`config.mk`:
```
export PLATFORM = sky130hd
export DESIGN_NAME = ttbd_axis_pos
export DESIGN_NICKNAME = d
export VERILOG_FILES = /design/src/hdl/ttbd_pkg.sv /design/src/hdl/ttbd_axis_pos.sv
export SDC_FILE = /design/constraint.sdc
export NUM_CORES = 1
export LEC_CHECK = 0
export BUFFER_PORTS_ARGS = -buffer_cell sky130_fd_sc_hd__buf_4
export CORE_UTILIZATION = 57
export DETAILED_ROUTE_END_ITERATION = 7
export PLACE_DENSITY = 0.86
export SYNTH_ARGS = -nofsm -noshare
export SYNTH_HDL_FRONTEND = slang
export SYNTH_SLANG_ARGS = --single-unit
```
`constraint.sdc`:
```
create_clock -name i_clk -period 9.4 [get_ports i_clk]
set_input_delay 0.47 -clock i_clk [delete_from_list [all_inputs] [get_ports i_clk]]
set_output_delay 0.47 -clock i_clk [all_outputs]
set_load 0.01 [all_outputs]
```
`src/hdl/ttbd_pkg.sv`:
```
package ttbd_pkg;

    localparam int DEF_MAX_WIDTH  = 256;
    localparam int DEF_MAX_HEIGHT = 256;

    localparam int FRAC_W   = 16;
    localparam int SAMPLE_W = 16;
    localparam int NUM_CH   = 4;
    localparam int NUM_TAPS = 13;
    localparam int TAP_W    = 4;
    localparam int COORD_W  = 11;

    localparam int CFG_IDX_W  = 2;
    localparam int CFG_DATA_W = 9;

    localparam logic [CFG_IDX_W-1:0] REG_SRC_WIDTH     = 2'd0;
    localparam logic [CFG_IDX_W-1:0] REG_SRC_HEIGHT    = 2'd1;
    localparam logic [CFG_IDX_W-1:0] REG_CHANNEL_COUNT = 2'd2;

    localparam logic CMD_WRITE   = 1'b0;
    localparam logic CMD_COMPUTE = 1'b1;

    // x offset of each tap in output pixels
    function automatic logic signed [2:0] tap_off_x(input logic [TAP_W-1:0] k);
        logic signed [2:0] r;
        case (k)
            4'd0, 4'd2:        r = -3'sd1;
            4'd1, 4'd3:        r = 3'sd1;
            4'd4, 4'd7, 4'd10: r = -3'sd2;
            4'd6, 4'd9, 4'd12: r = 3'sd2;
            default:           r = 3'sd0;
        endcase
        return r;
    endfunction

    function automatic logic signed [2:0] tap_off_y(input logic [TAP_W-1:0] k);
        logic signed [2:0] r;
        case (k)
            4'd0, 4'd1:          r = 3'sd1;
            4'd2, 4'd3:          r = -3'sd1;
            4'd4, 4'd5, 4'd6:    r = 3'sd2;
            4'd10, 4'd11, 4'd12: r = -3'sd2;
            default:             r = 3'sd0;
        endcase
        return r;
    endfunction

    // diagonal taps weigh 9/72, the rest 4/72
    function automatic logic tap_is_diag(input logic [TAP_W-1:0] k);
        return k < 4'd4;
    endfunction

endpackage

```
`src/hdl/ttbd_axis_pos.sv`:
```
module ttbd_axis_pos #(
    parameter int MAX_SIZE = ttbd_pkg::DEF_MAX_WIDTH,
    parameter int IW = $clog2(MAX_SIZE),
    parameter int SW = $clog2(MAX_SIZE + 1)
) (
    input  logic                                   i_clk,
    input  logic                                   i_rst_n,
    input  logic                                   i_start,
    input  logic signed [ttbd_pkg::COORD_W-1:0]    i_n,
    input  logic [SW-1:0]                          i_size,
    output logic                                   o_busy,
    output logic [IW-1:0]                          o_lo,
    output logic [IW-1:0]                          o_hi,
    output logic [ttbd_pkg::FRAC_W-1:0]            o_frac
);
    import ttbd_pkg::*;

    localparam int QW = IW + FRAC_W;
    localparam int DW = SW + IW + FRAC_W;
    localparam int CW = $clog2(QW + 1);

    logic [SW-1:0]    r_rem;
    logic [QW-1:0]    r_low;
    logic [SW-1:0]    r_div;
    logic [IW-1:0]    r_last;
    logic [CW-1:0]    r_cnt;
    logic             r_busy;

    logic [31:0]      m32;
    logic [31:0]      twice32;
    logic [SW-1:0]    twice;
    logic [IW-1:0]    last;
    logic [DW-1:0]    dividend;
    logic [SW:0]      trial;
    logic             qbit;
    logic [IW-1:0]    x0;

    always_comb begin
        twice   = {i_size[SW-1:1], 1'b0};
        twice32 = 32'(twice);
        m32     = i_n[COORD_W-1] ? 32'd0 : 32'(i_n);
        if (m32 > twice32) begin
            m32 = twice32;
        end
        last     = IW'(i_size - SW'(1));
        dividend = {(SW + IW)'(m32[SW-1:0] * last), {FRAC_W{1'b0}}};
        trial    = {r_rem, r_low[QW-1]};
        qbit     = trial >= {1'b0, r_div};
    end

    always_ff @(posedge i_clk) begin
        if (!i_rst_n) begin
            r_busy <= 1'b0;
            r_cnt  <= '0;
        end else if (i_start) begin
            r_busy <= 1'b1;
            r_cnt  <= CW'(QW);
        end else if (r_busy) begin
            r_cnt <= r_cnt - CW'(1);
            if (r_cnt == CW'(1)) begin
                r_busy <= 1'b0;
            end
        end
    end

    // restoring division, one quotient bit a cycle; quotient shifts into r_low
    always_ff @(posedge i_clk) begin
        if (i_start) begin
            r_rem  <= dividend[DW-1:QW];
            r_low  <= dividend[QW-1:0];
            r_div  <= twice;
            r_last <= last;
        end else if (r_busy) begin
            r_rem <= qbit ? SW'(trial - {1'b0, r_div}) : trial[SW-1:0];
            r_low <= {r_low[QW-2:0], qbit};
        end
    end

    assign x0     = r_low[QW-1:FRAC_W];
    assign o_busy = r_busy;
    assign o_lo   = (x0 > r_last) ? r_last : x0;
    assign o_hi   = (x0 < r_last) ? x0 + IW'(1) : r_last;
    assign o_frac = r_low[FRAC_W-1:0];

endmodule
```
# Yosys cells after proc, flatten, opt, wreduce, memory -nomap -nowiden
# Index checks and enable logic that the tools add are counted.
# word_totals
wordCells,35
romBits,0
latch_bits,0
memories,0
regBits,55
mem_bits_rw,0
output_inout_bits,33
# classes
eq_ne,1
div,0
magnitude_cmp,4
shifts,0
addsub,4
mux,14
bitwise_logic,1
reduce_logical,2
multipliers,1
# ops
op,n
24-bit two-way mux,2
9-bit two-way mux,4
9-bit by 8-bit multiplier with 17-bit output,1
8-bit two-way mux,2
10-bit by 9-bit >= comparator with 1-bit output,1
10-bit by 9-bit greater-than comparator with 1-bit output,1
10-bit two-way mux,1
5-bit two-way mux,2
9-bit subtractor,1
"8-bit by 1-bit adder with 8-bit output, second input constant",1
8-bit greater-than comparator,1
8-bit less-than comparator,1
"8-bit by 1-bit subtractor with 8-bit output, second input constant",1
"5-bit by 1-bit equality test with 1-bit output, second input constant",1
"5-bit by 1-bit subtractor with 5-bit output, second input constant",1
1-bit two-way mux,3
2-bit nonzero test,1
2-bit OR reduction,1
1-bit NOT,1

# Depth between registers and ports, before layout
# logic_depth
ltp_word,5
mapped_depth,23

# Worst setup path before layout
# Ideal clock, no wire load.
# synth_path
kind,in2reg
from,input i_n[10] (netlist name)
to,register r_rem[4] (data pin)
stages,21
t_required_ns,9.140
slack_ns,3.168
setup_time_ns,0.260
arrival_time_ns,5.972
cell_sequence,and2b_2 -> ha_1 -> and3_2 -> nand4_1 -> o221a_2 -> nor2_4 -> mux2_4 -> or2_2 -> fa_1 -> fa_1 -> inv_1 -> fa_1 -> inv_1 -> fa_1 -> inv_1 -> ha_1 -> a2111o_1 -> o2111ai_1 -> nor2b_1 -> xnor2_1 -> mux2_2
# synth_via
elab_chain_len,5
# synth_rtl
item,line,source
start: declaration,ttbd_axis_pos.sv:9,"input logic signed [ttbd_pkg::COORD_W-1:0] i_n,"
10-bit two-way mux *,ttbd_axis_pos.sv:41,m32 = i_n[COORD_W-1] ? 32'd0 : 32'(i_n);
10-bit by 9-bit greater-than comparator with 1-bit output,ttbd_axis_pos.sv:42,if (m32 > twice32) begin
9-bit two-way mux *,ttbd_axis_pos.sv:42,
9-bit by 8-bit multiplier with 17-bit output *,ttbd_axis_pos.sv:46,"dividend = {(SW + IW)'(m32[SW-1:0] * last), {FRAC_W{1'b0}}};"
9-bit two-way mux *,ttbd_axis_pos.sv:68,if (i_start) begin
end signal: assignment,ttbd_axis_pos.sv:69,r_rem <= dividend[DW-1:QW];
end signal: assignment,ttbd_axis_pos.sv:74,"r_rem <= qbit ? SW'(trial - {1'b0, r_div}) : trial[SW-1:0];"
end: declaration,ttbd_axis_pos.sv:22,logic [SW-1:0] r_rem;
# Mark *: on every way between the ends. The rest lies on a longest branch, timed or not.
# A chain may end at the register's enable or synchronous reset.

# Worst setup path after layout
# layout_path
from,input i_n[10] (netlist name)
to,register r_rem[7] (data pin)
# Same word-level chain as after synthesis.

==> out/qor.csv <==
stage,metric,value,unit
setup_path,critPathLaunchType,input pin,
timing,worst_slew_pin_slew,1.02,ns
clock_tree,clkLatencyLatePin,0.33,ns
clock_tree,cts_made_buffers,5,
timing,fin_crit,6.61,ns
power,p_leak,3.16,nW
yosys,netlist_top_cells_area,"edfxtp_1 (17%), fa_1 (15%), ha_1 (14%)",
placement,placed_cell_area,6190,sq um
yosys,synth_nets,753,
clock_tree,cts-root-buf,clkbuf_8,
power,power_density,224,nW/um^2
final_layout,design_area,6290,sq um
yosys,seq_area_frac_synth,24.8,%
setup_path,cp_slowest_cell,mux2i_1,
yosys,synth_cell_types,51,
global_route,grt_use_met1,33.3,%
global_route,grt_pass1_wl,20900,um
yosys,synth-edff-count,33,
setup_path,critPathCaptureType,register,
yosys,yosysTopAreaCellShare,17.1,%
placement,globalplace.congestion,0.911,
routing,avgRoutedWirePerCell,15.8,um
setup_path,worstPathBufferInverterCount,3,
setup_path,critPathMaxFanout,10,
clock_tree,ctsHoldBuffers,0,
clock_tree,cts_resized,0,
timing,final_max_slew_viol_count,0,
floorplan,die_y,103,um
final_layout,layout-drive-gt1-share,13.9,%
final_layout,finish.utilization,64.1,%
placement,dp_hpwl,10200,um
yosys,async_reset_ff_share,0,%
timing,hold-worst-slack,0.334,ns
global_route,grt_max_degree,44,
final_layout,syn_to_final_growth,8.83,%
global_route,busiest_layer,met2,
clock_tree,cts_tree,yes,
timing,fmax,151,MHz
routing,dr_total_vias,4483,
routing,drtPass1Iterations,5,
setup_path,crit_chain,"buf_4, and2b_2, ha_1, and3_2, nand4_1, o221a_2, nor2_4, mux2i_1, nor2_1, fa_1, fa_1, fa_1, inv_1, fa_1, inv_1, ha_1, a21oi_1, nand2_1, o21ai_0, o21ai_0, xor2_1, a211o_1",
setup_path,r2r_slack,6.48,ns
global_route,use_met2,42.1,%
flow_run,cap_viol_max_count,0,
yosys,yosysTopAreaCell,edfxtp_1,
clock_tree,path_clk_slew,0.11,ns
clock_tree,cts_num_sinks,55,
setup_path,arrival,6.71,ns
final_layout,final_cells,790,
timing,worst_slack,2.79,ns
clock_tree,clockBufferDepth,2,
global_route,grt_use_met3,3.59,%
yosys,ys_warn_count,0,
final_layout,final_nets,787,
status,outcome,finished clean,
floorplan,start_util,58.9,%
clock_tree,htree_num_levels,2,
floorplan,core_region_area,9820,sq um
timing,setup_violations,0,
yosys,synth-main-ff-cell,edfxtp_1,
yosys,syn_area,5780,sq um
clock_tree,post-cts-setup-buffers,0,
floorplan,std_cell_rows,36,
yosys,syn_area_per_cell,9.30,sq um
routing,drt-vias-per-instance,5.67,
yosys,syn_inst,622,
timing,relSlewSlack,31.9,%
power,total_power,1.41,mW
timing,final.setup_skew,0.0190,ns
placement,dpl_worst_slack,2.51,ns
global_route,antenna_found_initial,0,
routing,wl,12500,um
worst_hold_path,min_path_type,in2reg,
final_layout,fillers,803,
placement,io_buffer_count,55,
setup_path,cpLargestDelayFamily,adder cells,
floorplan,dieArea,10600,sq um
floorplan,ioPinCount,56,
setup_path,worstPathRequired,9.49,ns
timing,period_share,70.4,%
setup_path,critPathMaxStageDelay,0.63,ns
timing,rsz0062_at_grt,false,
timing,finalHoldViolCount,0,
routing,drc_errors,0,
setup_path,cpMostUsedCell,fa_1,
routing,antenna_left,0,
setup_path,criticalPathCategory,in2reg,
power,vdd_ir_drop_max,0.0000954,V
placement,placed_cells,782,
yosys,yosys_register_bits,55,
global_route,grt.total_usage,25.6,%
global_route,grt_pass1_vias,4522,
floorplan,die_w,103,um
global_route,grt_overflow,0,
final_layout,antenna_cells,0,
routing,first_iter_violations,236,
timing,tns,0,ns
-- Yosys cell counts, types with 2 or more instances --
library cell / n
a2111o_1: 2
a211o_1: 2
a211oi_1: 5
a21boi_0: 3
a21o_1: 10
a21oi_1: 15
a221oi_1: 3
a22o_1: 4
a31oi_1: 2
and2b_2: 7
and3_1: 5
and3_2: 2
buf_1: 2
buf_4: 16
clkbuf_1: 10
dfxtp_1: 22
edfxtp_1: 33
fa_1: 43
ha_1: 65
inv_1: 96
mux2_2: 11
mux2i_1: 39
nand2_1: 17
nand2b_1: 6
nand3_1: 11
nand4_1: 3
nor2_1: 95
nor2b_1: 6
nor3_1: 10
nor4_1: 2
o21a_1: 5
o21ai_0: 16
o21bai_1: 2
o22ai_1: 2
o31a_1: 2
o31ai_1: 2
or2_1: 6
or2_2: 3
xnor2_1: 19
xor2_1: 7
-- flip-flops by register name (all words and copies together), names as in the netlist --
signal,flops
r_low,24
r_rem,9
r_div,8
r_cnt,5
o_busy,1
r_last,8
-- power by group --
group	internal (mW)	leakage, nW	total [mW]	switching [mW]
registers	0.315	0.512	0.352	0.0373
logic	0.418	2.59	0.909	0.491
clock network	0.0568	0.0522	0.146	0.0891
-- area by class of cell --
type / instances / area (sq um) / area share, %
Multi-Input combinational cell: 442 / 3810 / 60.6
Tap cell: 133 / 166 / 2.64
Inverter: 96 / 360 / 5.73
Timing Repair Buffer: 56 / 420 / 6.68
Clock inverter: 3 / 31.3 / 0.497
Sequential cell: 55 / 1430 / 22.7
Clock buffer: 5 / 68.8 / 1.09
-- final timing paths --
| path | from | endpoint | depth (start not counted) |
|---|---|---|---|
| worst min-delay path | i_size[8] | r_div[8]$_DFFE_PP_ | 1 |
| worst max-delay path | i_n[10] | r_rem[7]$_DFFE_PP_ | 22 |
| worst max register to register | r_div[2]$_DFFE_PP_ | r_rem[4]$_DFFE_PP_ | 8 |
| worst min register to register | o_busy$_SDFF_PN0_ | r_cnt[1]$_SDFFE_PP0P_ | 1 |
-- kinds of logic (layout without fill, tap and decap cells) --
family / after synthesis / after routing / synth area share, %
xor gates and xnor gates: 26 / 26 / 3.94
buffers and inverters: 125 / 160 / 9.28
and+or+nand+nor: 176 / 176 / 14.3
muxes: 51 / 51 / 9.15
adders and majority gates: 108 / 108 / 29.0
DFF: 55 / 55 / 24.8
AOI/OAI and AO/OA: 81 / 81 / 9.65
-- per-layer routing --
layer	up-vias	share of wire (%)
li1	2133	-
met1	2137	43
met2	178	47
met3	35	6.2
met4	0	3.8
met5	-	0
-- layout by cell type (no fill, tap or decap), drive strengths merged, types with 12 or more instances in the layout --
master,synthesis,routed
nand2,17,17
edfxtp,33,33
ha,65,65
mux2,12,12
inv,96,98
dfxtp,22,22
o21ai,16,16
a21oi,15,15
xnor2,19,19
nor2,96,96
fa,43,43
buf,19,56
mux2i,39,39
-- worst reg2reg max path, stage by stage (launching register included) --
cell	delay [ns]
edfxtp_1	0.46
inv_1	0.08
ha_1	0.23
nor2b_1	0.16
o31a_1	0.29
o21ai_0	0.38
a21o_1	0.44
mux2_2	0.39
mux2_2	0.26
Note: power is estimated with default switching activity, not from simulation.
